[src/rtl/cael_pkg.sv]
package cael_pkg;

    // Field widths fixed by the interface
    localparam int ID_W      = 16;
    localparam int TIME_W    = 32;
    localparam int CAP_W     = 5;
    localparam int CNT_OUT_W = 5;

    // Configuration port
    localparam int APB_AW = 3;
    localparam int APB_DW = 32;

    // Word index of the capacity register (paddr[2])
    localparam logic REG_CAPACITY = 1'b0;

    localparam logic [CAP_W-1:0] CAP_RESET = 5'd16;

    // Event kinds
    localparam logic FUNC_CLOSE = 1'b0;
    localparam logic FUNC_OPEN  = 1'b1;

    typedef struct packed {
        logic              func;
        logic [ID_W-1:0]   request_id;
        logic [TIME_W-1:0] end_time;
    } t_item;

    typedef struct packed {
        logic                 evicted_valid;
        logic [ID_W-1:0]      evicted_id;
        logic [CNT_OUT_W-1:0] active_count;
    } t_result;

    // Controller to datapath
    typedef struct packed {
        logic load;
        logic insert;
        logic scan;
        logic remove;
        logic result;
    } t_cmd;

    // Datapath to controller
    typedef struct packed {
        logic over;
        logic scan_done;
    } t_sts;

endpackage

[src/rtl/cael_ctrl.sv]
module cael_ctrl (
    input  logic            i_clk,
    input  logic            i_rst_n,
    input  logic            i_start,
    input  logic            i_func,
    input  cael_pkg::t_sts  i_sts,
    output cael_pkg::t_cmd  o_cmd,
    output logic            o_busy,
    output logic            o_strobe
);

    localparam logic [1:0] S_IDLE   = 2'd0;
    localparam logic [1:0] S_INSERT = 2'd1;
    localparam logic [1:0] S_SCAN   = 2'd2;
    localparam logic [1:0] S_REMOVE = 2'd3;

    logic [1:0] r_state, n_state;
    logic       r_strobe, n_strobe;

    always_comb begin
        n_state  = r_state;
        n_strobe = 1'b0;
        o_cmd    = '0;
        unique case (r_state)
            S_IDLE: begin
                if (i_start) begin
                    o_cmd.load = 1'b1;
                    n_state    = (i_func == cael_pkg::FUNC_OPEN) ? S_INSERT : S_SCAN;
                end
            end
            S_INSERT: begin
                o_cmd.insert = 1'b1;
                if (i_sts.over) begin
                    n_state = S_SCAN;
                end else begin
                    o_cmd.result = 1'b1;
                    n_strobe     = 1'b1;
                    n_state      = S_IDLE;
                end
            end
            S_SCAN: begin
                o_cmd.scan = 1'b1;
                if (i_sts.scan_done) begin
                    n_state = S_REMOVE;
                end
            end
            S_REMOVE: begin
                o_cmd.remove = 1'b1;
                o_cmd.result = 1'b1;
                n_strobe     = 1'b1;
                n_state      = S_IDLE;
            end
            default: begin
                n_state = S_IDLE;
            end
        endcase
    end

    always_ff @(posedge i_clk) begin
        if (!i_rst_n) begin
            r_state  <= S_IDLE;
            r_strobe <= 1'b0;
        end else begin
            r_state  <= n_state;
            r_strobe <= n_strobe;
        end
    end

    assign o_busy   = (r_state != S_IDLE);
    assign o_strobe = r_strobe;

endmodule

[src/rtl/cael_dp.sv]
module cael_dp #(
    parameter int MAX_CAPACITY = 16
) (
    input  logic                             i_clk,
    input  logic                             i_rst_n,
    input  cael_pkg::t_cmd                   i_cmd,
    output cael_pkg::t_sts                   o_sts,
    input  cael_pkg::t_item                  i_item,
    input  logic [cael_pkg::CAP_W-1:0]       i_cap,
    output cael_pkg::t_result                o_result
);

    localparam int N      = MAX_CAPACITY + 1;
    localparam int IDX_W  = $clog2(N);
    localparam int CNT_W  = $clog2(N + 1);
    localparam int WIDE_W = (CNT_W > cael_pkg::CAP_W) ? CNT_W : cael_pkg::CAP_W;

    localparam logic [IDX_W-1:0]  LAST      = IDX_W'(N - 1);
    localparam logic [WIDE_W-1:0] MAX_CAP_W = WIDE_W'(MAX_CAPACITY);

    // Captured event
    logic                          r_func;
    logic [cael_pkg::ID_W-1:0]     r_req_id;
    logic [cael_pkg::TIME_W-1:0]   r_req_end;

    // Slot table: valid bits and ages in flops, id and end time in memory
    logic [N-1:0]                  r_valid;
    logic [IDX_W-1:0]              r_age [N];
    logic [cael_pkg::ID_W-1:0]     mem_id  [N];
    logic [cael_pkg::TIME_W-1:0]   mem_end [N];
    logic [CNT_W-1:0]              r_count;

    // Scan read pipe
    logic [IDX_W-1:0]              r_idx;
    logic                          r_pipe;
    logic [IDX_W-1:0]              r_q_slot;
    logic                          r_q_valid;
    logic [IDX_W-1:0]              r_q_age;
    logic [cael_pkg::ID_W-1:0]     r_q_id;
    logic [cael_pkg::TIME_W-1:0]   r_q_end;

    // Best candidate so far
    logic                          r_found;
    logic [IDX_W-1:0]              r_best_slot;
    logic [IDX_W-1:0]              r_best_age;
    logic [cael_pkg::TIME_W-1:0]   r_best_end;
    logic [cael_pkg::ID_W-1:0]     r_best_id;

    cael_pkg::t_result             r_res;

    logic                          has_free;
    logic [IDX_W-1:0]              free_idx;
    logic [CNT_W-1:0]              count_after;
    logic [CNT_W-1:0]              count_rm;
    logic [CNT_W-1:0]              res_cnt;
    logic [WIDE_W-1:0]             res_wide;
    logic [WIDE_W-1:0]             cap_w;
    logic [WIDE_W-1:0]             cap_eff;
    logic                          take;
    logic                          ev_valid;

    // Lowest free slot
    always_comb begin
        has_free = 1'b0;
        free_idx = '0;
        for (int i = N - 1; i >= 0; i--) begin
            if (!r_valid[i]) begin
                has_free = 1'b1;
                free_idx = IDX_W'(i);
            end
        end
    end

    // Clamp capacity into 1..MAX_CAPACITY
    always_comb begin
        cap_w   = WIDE_W'(i_cap);
        cap_eff = cap_w;
        if (cap_w == '0) begin
            cap_eff = WIDE_W'(1);
        end else if (cap_w > MAX_CAP_W) begin
            cap_eff = MAX_CAP_W;
        end
    end

    assign count_after = r_count + CNT_W'(has_free);
    assign count_rm    = r_found ? (r_count - CNT_W'(1)) : r_count;

    assign o_sts.over      = (WIDE_W'(count_after) > cap_eff);
    assign o_sts.scan_done = r_pipe && (r_q_slot == LAST);

    // Open: latest end, newest on tie. Close: first id match.
    always_comb begin
        take = 1'b0;
        if (i_cmd.scan && r_pipe && r_q_valid) begin
            if (r_func == cael_pkg::FUNC_OPEN) begin
                take = !r_found || (r_q_end > r_best_end) ||
                       ((r_q_end == r_best_end) && (r_q_age < r_best_age));
            end else begin
                take = !r_found && (r_q_id == r_req_id);
            end
        end
    end

    assign ev_valid = i_cmd.remove && r_found && (r_func == cael_pkg::FUNC_OPEN);
    assign res_cnt  = i_cmd.remove ? count_rm : count_after;
    assign res_wide = WIDE_W'(res_cnt);

    // Control state
    always_ff @(posedge i_clk) begin
        if (!i_rst_n) begin
            r_valid <= '0;
            r_count <= '0;
            r_pipe  <= 1'b0;
            r_found <= 1'b0;
        end else begin
            if (i_cmd.load) begin
                r_pipe  <= 1'b0;
                r_found <= 1'b0;
            end
            if (i_cmd.insert && has_free) begin
                r_valid[free_idx] <= 1'b1;
                r_count           <= count_after;
            end
            if (i_cmd.scan) begin
                r_pipe <= 1'b1;
                if (take) begin
                    r_found <= 1'b1;
                end
            end
            if (i_cmd.remove && r_found) begin
                r_valid[r_best_slot] <= 1'b0;
                r_count              <= count_rm;
            end
        end
    end

    // Ages: bump every live entry on insert, close the gap on remove
    always_ff @(posedge i_clk) begin
        for (int i = 0; i < N; i++) begin
            if (i_cmd.insert && has_free) begin
                if (r_valid[i]) begin
                    r_age[i] <= r_age[i] + IDX_W'(1);
                end
                if (IDX_W'(i) == free_idx) begin
                    r_age[i] <= '0;
                end
            end
            if (i_cmd.remove && r_found && r_valid[i] && (r_age[i] > r_best_age)) begin
                r_age[i] <= r_age[i] - IDX_W'(1);
            end
        end
    end

    // Id and end time store
    always_ff @(posedge i_clk) begin
        if (i_cmd.insert && has_free) begin
            mem_id[free_idx]  <= r_req_id;
            mem_end[free_idx] <= r_req_end;
        end
        if (i_cmd.scan) begin
            r_q_id  <= mem_id[r_idx];
            r_q_end <= mem_end[r_idx];
        end
    end

    // Payload
    always_ff @(posedge i_clk) begin
        if (i_cmd.load) begin
            r_func    <= i_item.func;
            r_req_id  <= i_item.request_id;
            r_req_end <= i_item.end_time;
            r_idx     <= '0;
        end
        if (i_cmd.scan) begin
            r_q_valid <= r_valid[r_idx];
            r_q_age   <= r_age[r_idx];
            r_q_slot  <= r_idx;
            if (r_idx != LAST) begin
                r_idx <= r_idx + IDX_W'(1);
            end
        end
        if (take) begin
            r_best_slot <= r_q_slot;
            r_best_age  <= r_q_age;
            r_best_end  <= r_q_end;
            r_best_id   <= r_q_id;
        end
        if (i_cmd.result) begin
            r_res.evicted_valid <= ev_valid;
            r_res.evicted_id    <= ev_valid ? r_best_id : '0;
            r_res.active_count  <= res_wide[cael_pkg::CNT_OUT_W-1:0];
        end
    end

    assign o_result = r_res;

endmodule

[src/rtl/capacity_admission_evict_latest_end.sv]
// Admission controller for time-sorted open/close events. Pulse start with an event while
// busy is low; the event is taken at that edge. Every event yields exactly one result,
// shown for a single cycle with o_result_valid high; the receiver cannot stall, so
// capture it then. Busy covers the insert on an open that needs no eviction, the slot
// scan and remove on a close, and insert, scan and remove on an open that evicts; the
// result appears in the cycle in which busy falls, and a new start may be given in that
// same cycle. The scan visits all N = MAX_CAPACITY + 1 slots, one slot a cycle, through
// the single read port of the id/end-time store and its read register. The user must
// write capacity through the APB port only while the block is idle; the block does not
// enforce it. 0 acts as 1 and values above MAX_CAPACITY act as MAX_CAPACITY.
module capacity_admission_evict_latest_end #(
    parameter int MAX_CAPACITY = 16
) (
    input  logic                           i_clk,
    input  logic                           i_rst_n,

    // Event command channel
    input  logic                           start,
    output logic                           busy,
    input  cael_pkg::t_item                i_item,

    // Result channel
    output logic                           o_result_valid,
    output cael_pkg::t_result              o_result,

    // Configuration port
    input  logic                           psel,
    input  logic                           penable,
    input  logic                           pwrite,
    input  logic [cael_pkg::APB_AW-1:0]    paddr,
    input  logic [cael_pkg::APB_DW-1:0]    pwdata,
    output logic [cael_pkg::APB_DW-1:0]    prdata,
    output logic                           pready
);

    logic [cael_pkg::CAP_W-1:0] r_cap;
    logic                       cfg_wr;
    logic                       reg_sel;
    cael_pkg::t_cmd             cmd;
    cael_pkg::t_sts             sts;

    // Capacity register: write on the access phase of a transfer
    assign pready  = 1'b1;
    assign reg_sel = (paddr[2] == cael_pkg::REG_CAPACITY);
    assign cfg_wr  = psel && penable && pwrite && pready;

    always_ff @(posedge i_clk) begin
        if (!i_rst_n) begin
            r_cap <= cael_pkg::CAP_RESET;
        end else if (cfg_wr && reg_sel) begin
            r_cap <= pwdata[cael_pkg::CAP_W-1:0];
        end
    end

    // Unmapped words read as zero
    assign prdata = reg_sel ? cael_pkg::APB_DW'(r_cap) : '0;

    // Sequencer: accept, insert, scan, remove, report
    cael_ctrl u_ctrl (
        .i_clk    (i_clk),
        .i_rst_n  (i_rst_n),
        .i_start  (start),
        .i_func   (i_item.func),
        .i_sts    (sts),
        .o_cmd    (cmd),
        .o_busy   (busy),
        .o_strobe (o_result_valid)
    );

    // Slot table, scan comparator and result register
    cael_dp #(
        .MAX_CAPACITY (MAX_CAPACITY)
    ) u_dp (
        .i_clk    (i_clk),
        .i_rst_n  (i_rst_n),
        .i_cmd    (cmd),
        .o_sts    (sts),
        .i_item   (i_item),
        .i_cap    (r_cap),
        .o_result (o_result)
    );

    // A result is only reported once the work on its event is finished
    a_result_when_idle: assert property (@(posedge i_clk) disable iff (!i_rst_n)
        o_result_valid |-> !busy)
        else $error("result strobe while busy");

    a_result_after_work: assert property (@(posedge i_clk) disable iff (!i_rst_n)
        o_result_valid |-> $past(busy))
        else $error("result strobe without preceding work");

    a_no_evict_zero_id: assert property (@(posedge i_clk) disable iff (!i_rst_n)
        (o_result_valid && !o_result.evicted_valid) |-> (o_result.evicted_id == '0))
        else $error("evicted id nonzero without eviction");

endmodule

[config.mk]
export PLATFORM = sky130hd
export DESIGN_NAME = capacity_admission_evict_latest_end
export DESIGN_NICKNAME = d
export VERILOG_FILES = /design/src/rtl/cael_pkg.sv /design/src/rtl/cael_ctrl.sv /design/src/rtl/cael_dp.sv /design/src/rtl/capacity_admission_evict_latest_end.sv
export SDC_FILE = /design/constraint.sdc
export NUM_CORES = 1
export LEC_CHECK = 0
export ABC_AREA = 1
export BUFFER_PORTS_ARGS = -buffer_cell sky130_fd_sc_hd__buf_4
export CAP_MARGIN = 40
export CORE_ASPECT_RATIO = 1.1
export CORE_MARGIN = 2
export CORE_UTILIZATION = 40
export CTS_CLUSTER_SIZE = 8
export DETAILED_ROUTE_END_ITERATION = 12
export SETUP_SLACK_MARGIN = 0.4
export SLEW_MARGIN = 20
export SYNTH_ARGS = -nofsm -noshare
export SYNTH_HDL_FRONTEND = slang
export SYNTH_SLANG_ARGS = --single-unit
[constraint.sdc]
create_clock -name i_clk -period 15.3 [get_ports i_clk]
set_input_delay 2.295 -clock i_clk [delete_from_list [all_inputs] [get_ports i_clk]]
set_output_delay 2.295 -clock i_clk [all_outputs]
set_load 0.03 [all_outputs]
# ---- Word level (Yosys, flattened, before mapping)
# Memory sizes are Yosys's and may differ from the RTL's. A register that Yosys moved wholly into a read port is not among the register bits.
# Index checks and enable logic that the tools add are counted.
dict set report word_totals {
  ramBits 901
  mem_bits_ro 0
  inputBits 90
  mem_count 3
  latch_bits 0
  output_inout_bits 57
  register_bits 172
}
dict set report op_classes {
  n_shift 0
  bitwise 38
  n_mul 0
  add_sub_neg 37
  eq_ne 25
  reduce_logical 57
  div_mod_pow 0
  order_cmp 26
  mux 244
}
# name depth width rd rd_clocked_by_memory_dff write_ports line
set mem_list {}
lappend mem_list {u_dp.mem_end 17 32 1 1 1 cael_dp.sv:30} ;# logic [cael_pkg::TIME_W-1:0] mem_end [N];
lappend mem_list {u_dp.mem_id 17 16 1 1 1 cael_dp.sv:29} ;# logic [cael_pkg::ID_W-1:0] mem_id [N];
lappend mem_list {u_dp.r_age 17 5 18 1 17 cael_dp.sv:28} ;# logic [IDX_W-1:0] r_age [N];
# cell n
set op_table {}
lappend op_table {{$mux W5} 61}
lappend op_table {{$mux W1} 171}
lappend op_table {{$add A5 B1 Y5 const B} 18}
lappend op_table {{$gt A5 B5 Y1} 18}
lappend op_table {{$sub A5 B1 Y5 const B} 18}
lappend op_table {{$mux W17} 3}
lappend op_table {{$logic_and A1 B1 Y1} 47}
lappend op_table {{$eq A4 B5 Y1 const A} 8}
lappend op_table {{$or A1 B1 Y1} 34}
lappend op_table {{$eq A32 B32 Y1} 1}
lappend op_table {{$gt A32 B32 Y1} 1}
lappend op_table {{$eq A3 B5 Y1 const A} 4}
lappend op_table {{$lt A5 B6 Y1 const B} 3}
lappend op_table {{$and A17 B17 Y17} 1}
lappend op_table {{$not A17 Y17} 1}
lappend op_table {{$or A17 B17 Y17} 1}
lappend op_table {{$eq A16 B16 Y1} 1}
lappend op_table {{$demux W1 S5} 2}
lappend op_table {{$eq A2 B5 Y1 const A} 2}
lappend op_table {{$ge A5 B1 Y1 const B} 2}
lappend op_table {{$logic_not A5 Y1} 2}
lappend op_table {{$mux W2} 4}
lappend op_table {{$pmux W2 S4} 1}
lappend op_table {{$reduce_bool A2 Y1} 3}
lappend op_table {{other kinds (17)} 20}

# ---- Logic depth before layout (Yosys ltp)
dict set report depth {
  ltp_word 26
  mapped_depth 21
  ltp_nobuf 20
}

# ---- Hierarchy
# A second synthesis with hierarchy kept.
dict set report hier_totals {
  hier_cells 4112
  hier_area_um2 48963.2
}
# module seq_area_each_um2 instances cells_each area_per_inst_um2
set by_module_without_submodules {}
lappend by_module_without_submodules {cael_dp 33281.9 1 4009 48310.1}
lappend by_module_without_submodules {capacity_admission_evict_latest_end 100.1 1 75 488.0}
lappend by_module_without_submodules {cael_ctrl 60.1 1 28 165.2}

# ---- Worst setup path before layout
# Ideal clock, no wire load.
dict set report synth_path {
  path_kind {input -> register}
  start {input port start}
  end {register u_dp.r_idx[0]}
  arrival_ns 5.049
  required_ns 15.170
  stages 5
  path_slack_ns 10.121
  path_buffers 0
  setup_ns 0.130
  path_cell_list {inv_1 nor2_1 inv_1 nand3_1 o21ai_0}
}
# item line
set synth_rtl {}
lappend synth_rtl {{start: declaration} capacity_admission_evict_latest_end.sv:18} ;# input logic start,
lappend synth_rtl {{end signal: assignment} cael_dp.sv:179} ;# r_idx <= r_idx + IDX_W'(1);
lappend synth_rtl {{end: declaration} cael_dp.sv:34} ;# logic [IDX_W-1:0] r_idx;

# ---- Worst setup path after layout
dict set report layout_path {
  start {input port paddr[2] in the netlist's numbering}
  end {output port prdata[3] in the netlist's numbering}
}
dict set report layout_via {
  elab_chain_cells 1
}
# item line
set layout_rtl {}
lappend layout_rtl {{start: declaration} capacity_admission_evict_latest_end.sv:30} ;# input logic [cael_pkg::APB_AW-1:0] paddr,
lappend layout_rtl {{$mux W5} capacity_admission_evict_latest_end.sv:56} ;# assign prdata = reg_sel ? cael_pkg::APB_DW'(r_cap) : '0;
lappend layout_rtl {{end: declaration} capacity_admission_evict_latest_end.sv:32} ;# output logic [cael_pkg::APB_DW-1:0] prdata,
# Every way passes these cells.

==> results.json <==
{
  "status": "complete, no violations",
  "power_density_nw_per_um2": 138.8,
  "regToRegSetupSlack_ps": 11060,
  "stdcell_count": 5903,
  "worstSetupPathType": "primary input to output pin",
  "cts_root_buf": "clkbuf_16",
  "path_max_fanout": 6,
  "seq_area_sq_um": 33450,
  "synth_cell_types": 54,
  "syn_avg_cell_area_sq_um": 11.96,
  "hpwl_mm": 69.01,
  "htree_levels": 4,
  "ys_top_cells_by_area": "edfxtp_1, o21ai_0, ha_1",
  "syn_area_sq_um": 49050,
  "antenna_found_initial": 0,
  "rsz0062_at_grt": "false",
  "final.setup.tns_ps": 0,
  "min_delay_path_depth": 0,
  "maxCapViolCount": 0,
  "syn_to_final_growth_pct": 14.88,
  "ctsResizeCount": 0,
  "fp.dieW_um": 337.9,
  "drive_gt1_share_pct": 9.576,
  "fillCellCount": 10870,
  "gp_congestion": 0.8573,
  "final_area_sq_um": 56350,
  "grt_max_degree": 154,
  "cts_setup_buffers": 0,
  "worstRegToRegCells": 13,
  "min_path_type": "flip-flop to flip-flop",
  "yosys_warnings": 0,
  "r2r-start": "u_dp.r_q_end[15]",
  "max_freq_mhz": 200.0,
  "grt_pass1_wl_mm": 187.3,
  "track_usage_pct": 19.86,
  "overflow": 0,
  "cts_tree": "yes",
  "io-pin-count": 147,
  "finalMaxSlewViolations": 0,
  "grt_pass1_vias": 30380,
  "via_per_inst": 5.440,
  "synth_common_cells": "edfxtp_1, o21ai_0, nor2_1, nand2_1, inv_1",
  "synth_cells": 4102,
  "wirelength_mm": 125.4,
  "fin_crit_ps": 5000,
  "place_area_sq_um": 51960,
  "min_from": "u_dp.r_q_slot[1]",
  "required_ps": 13010,
  "multiInputGateArea_sq_um": 13600,
  "synth_ff_type": "edfxtp_1",
  "setup_viol": 0,
  "dr.pass1.iters": 5,
  "cts_hold_buf": 0,
  "cts_made_buffers": 159,
  "drt_iter0_drc": 2866,
  "p_leak_nw": 20.00,
  "fin_crit_sh_pct": 32.68,
  "fp-row-count": 134,
  "ys_seq_elements": 1126,
  "die_y_um": 371.3,
  "place_inst": 5703,
  "finalNetCount": 4490,
  "diodes": 0,
  "ys_seq_area_share_pct": 68.18,
  "worst_clock_skew_ps": 32.65,
  "synth_enable_flop_cells": 1089,
  "worstSkewPairLatency_ps": 780,
  "core_area_sq_um": 121600,
  "portBuffers": 89,
  "end_kind": "output pin",
  "worst_slack_ps": 10300,
  "worstReg2RegEnd": "u_dp.r_best_end[12]",
  "ir_drop_uv": 99.64,
  "post-place-ws_ps": 10300,
  "drcViolationCount": 0,
  "yosysTopAreaCell": "edfxtp_1",
  "start_util_pct": 40.35,
  "synth_top_area_share_pct": 66.67,
  "post-synth-top-count-cell": "edfxtp_1",
  "async_reset_ff_share_pct": 0,
  "antenna_left": 0,
  "cp-start-kind": "primary input",
  "path_clk_slew_ps": 50,
  "cts_sinks": 1126,
  "clockBufferDepth": 3,
  "fp.dieArea_sq_um": 125400,
  "routedWlPerCell_um": 21.24,
  "holdPathEnd": "u_dp.r_best_slot[1]",
  "worst_ep_arrival_time_ps": 2710,
  "final_hold_viol_count": 0,
  "vias": 32110,
  "relSlewSlack_pct": 41.34,
  "worst_pin_slew_ps": 880.0
}
-- cell type report --
class | count | share of cell area (%)
Clock buffer | 186 | 7.392
Clock inverter | 11 | 0.2953
Inverter | 315 | 2.156
Multi-Input combinational cell | 2470 | 24.14
Sequential cell | 1126 | 59.37
Tap cell | 1632 | 3.624
Timing Repair Buffer | 163 | 3.024
-- cells by family after synthesis --
kind of cell               share of synthesized area [%]
AOI/OAI and AO/OA                                  12.39
xor gates and xnor gates                           1.393
adders and majority gates                          4.209
buffers and inverters                              4.390
DFF                                                68.18
muxes                                            0.02041
other                                            0.01531
and+or+nand+nor                                    9.397
-- layer usage --
layer  part of all wire (%)  GRT usage (%)  vias to the layer above
met5                      0              0                        -
li1                       -              -                    15070
met4                    2.8          7.145                        0
met1                     43          26.90                    15710
met3                    6.4          3.166                      247
met2                     48          32.35                     1091
-- state kept, by name, indices dropped and copies added, names as in the netlist, 16 cells and up --
| signal | count |
|---|---|
| u_dp.r_best_end | 32 |
| u_dp.o_result | 22 |
| u_dp.r_req_end | 32 |
| u_dp.r_q_end | 32 |
| u_dp.r_req_id | 16 |
| u_dp.r_best_id | 16 |
| u_dp.mem_id | 272 |
| u_dp.r_age | 85 |
| u_dp.r_q_id | 16 |
| u_dp.mem_end | 544 |
| u_dp.r_valid | 17 |
-- power by group --
part           total (mW)  switching [mW]  leakage (nW)  internal (mW)
clock                3.12            1.23          2.11           1.89
sequential           3.61          0.0985          10.0           3.51
combinational        1.09           0.736          7.88          0.353
-- through the flow --
| stage | power (mW) | utilization, % | hold slack [ps] |
|---|---|---|---|
| floorplan | 4.383 | - | 426.4 |
| global placement | 4.702 | 42.23 | 434.8 |
| detailed placement | 4.741 | 42.74 | 436.3 |
| CTS | 7.863 | 46.31 | 423.9 |
| global route | 8.114 | 46.36 | 456.9 |
| finish | 7.819 | 46.36 | 424.7 |
-- cell usage in the layout, fill, tap and decap left out, types with 16 or more instances in the layout --
master / Yosys / routed
o211ai_1: 23 / 23
nand4_1: 29 / 29
ha_1: 165 / 165
buf_16: 0 / 16
a41oi_1: 53 / 53
dfxtp_1: 37 / 34
clkbuf_16: 0 / 163
edfxtp_1: 1089 / 1089
a21oi_1: 214 / 213
nand2_1: 407 / 407
nor2_1: 525 / 518
nand3_1: 103 / 103
o22ai_1: 200 / 200
o21ai_0: 528 / 528
buf_4: 29 / 133
xnor2_1: 16 / 16
o221ai_1: 19 / 19
conb_1: 2 / 28
xor2_1: 62 / 62
clkinv_2: 0 / 16
clkbuf_1: 147 / 23
inv_1: 307 / 288
-- how the worst max path moves through the flow --
stage,from,endpoint
3_5_place_dp,paddr[2],prdata[3]
3_3_place_gp,paddr[2],prdata[4]
4_1_cts,paddr[2],prdata[3]
2_1_floorplan,start,u_dp.r_idx[0]
6_report,paddr[2],prdata[3]
5_1_grt,paddr[2],prdata[3]
-- critical path: stages --
cell and delay (ps):
buf_4 130, nor2_1 110, buf_4 170
Power figures use the tool's default switching activity.
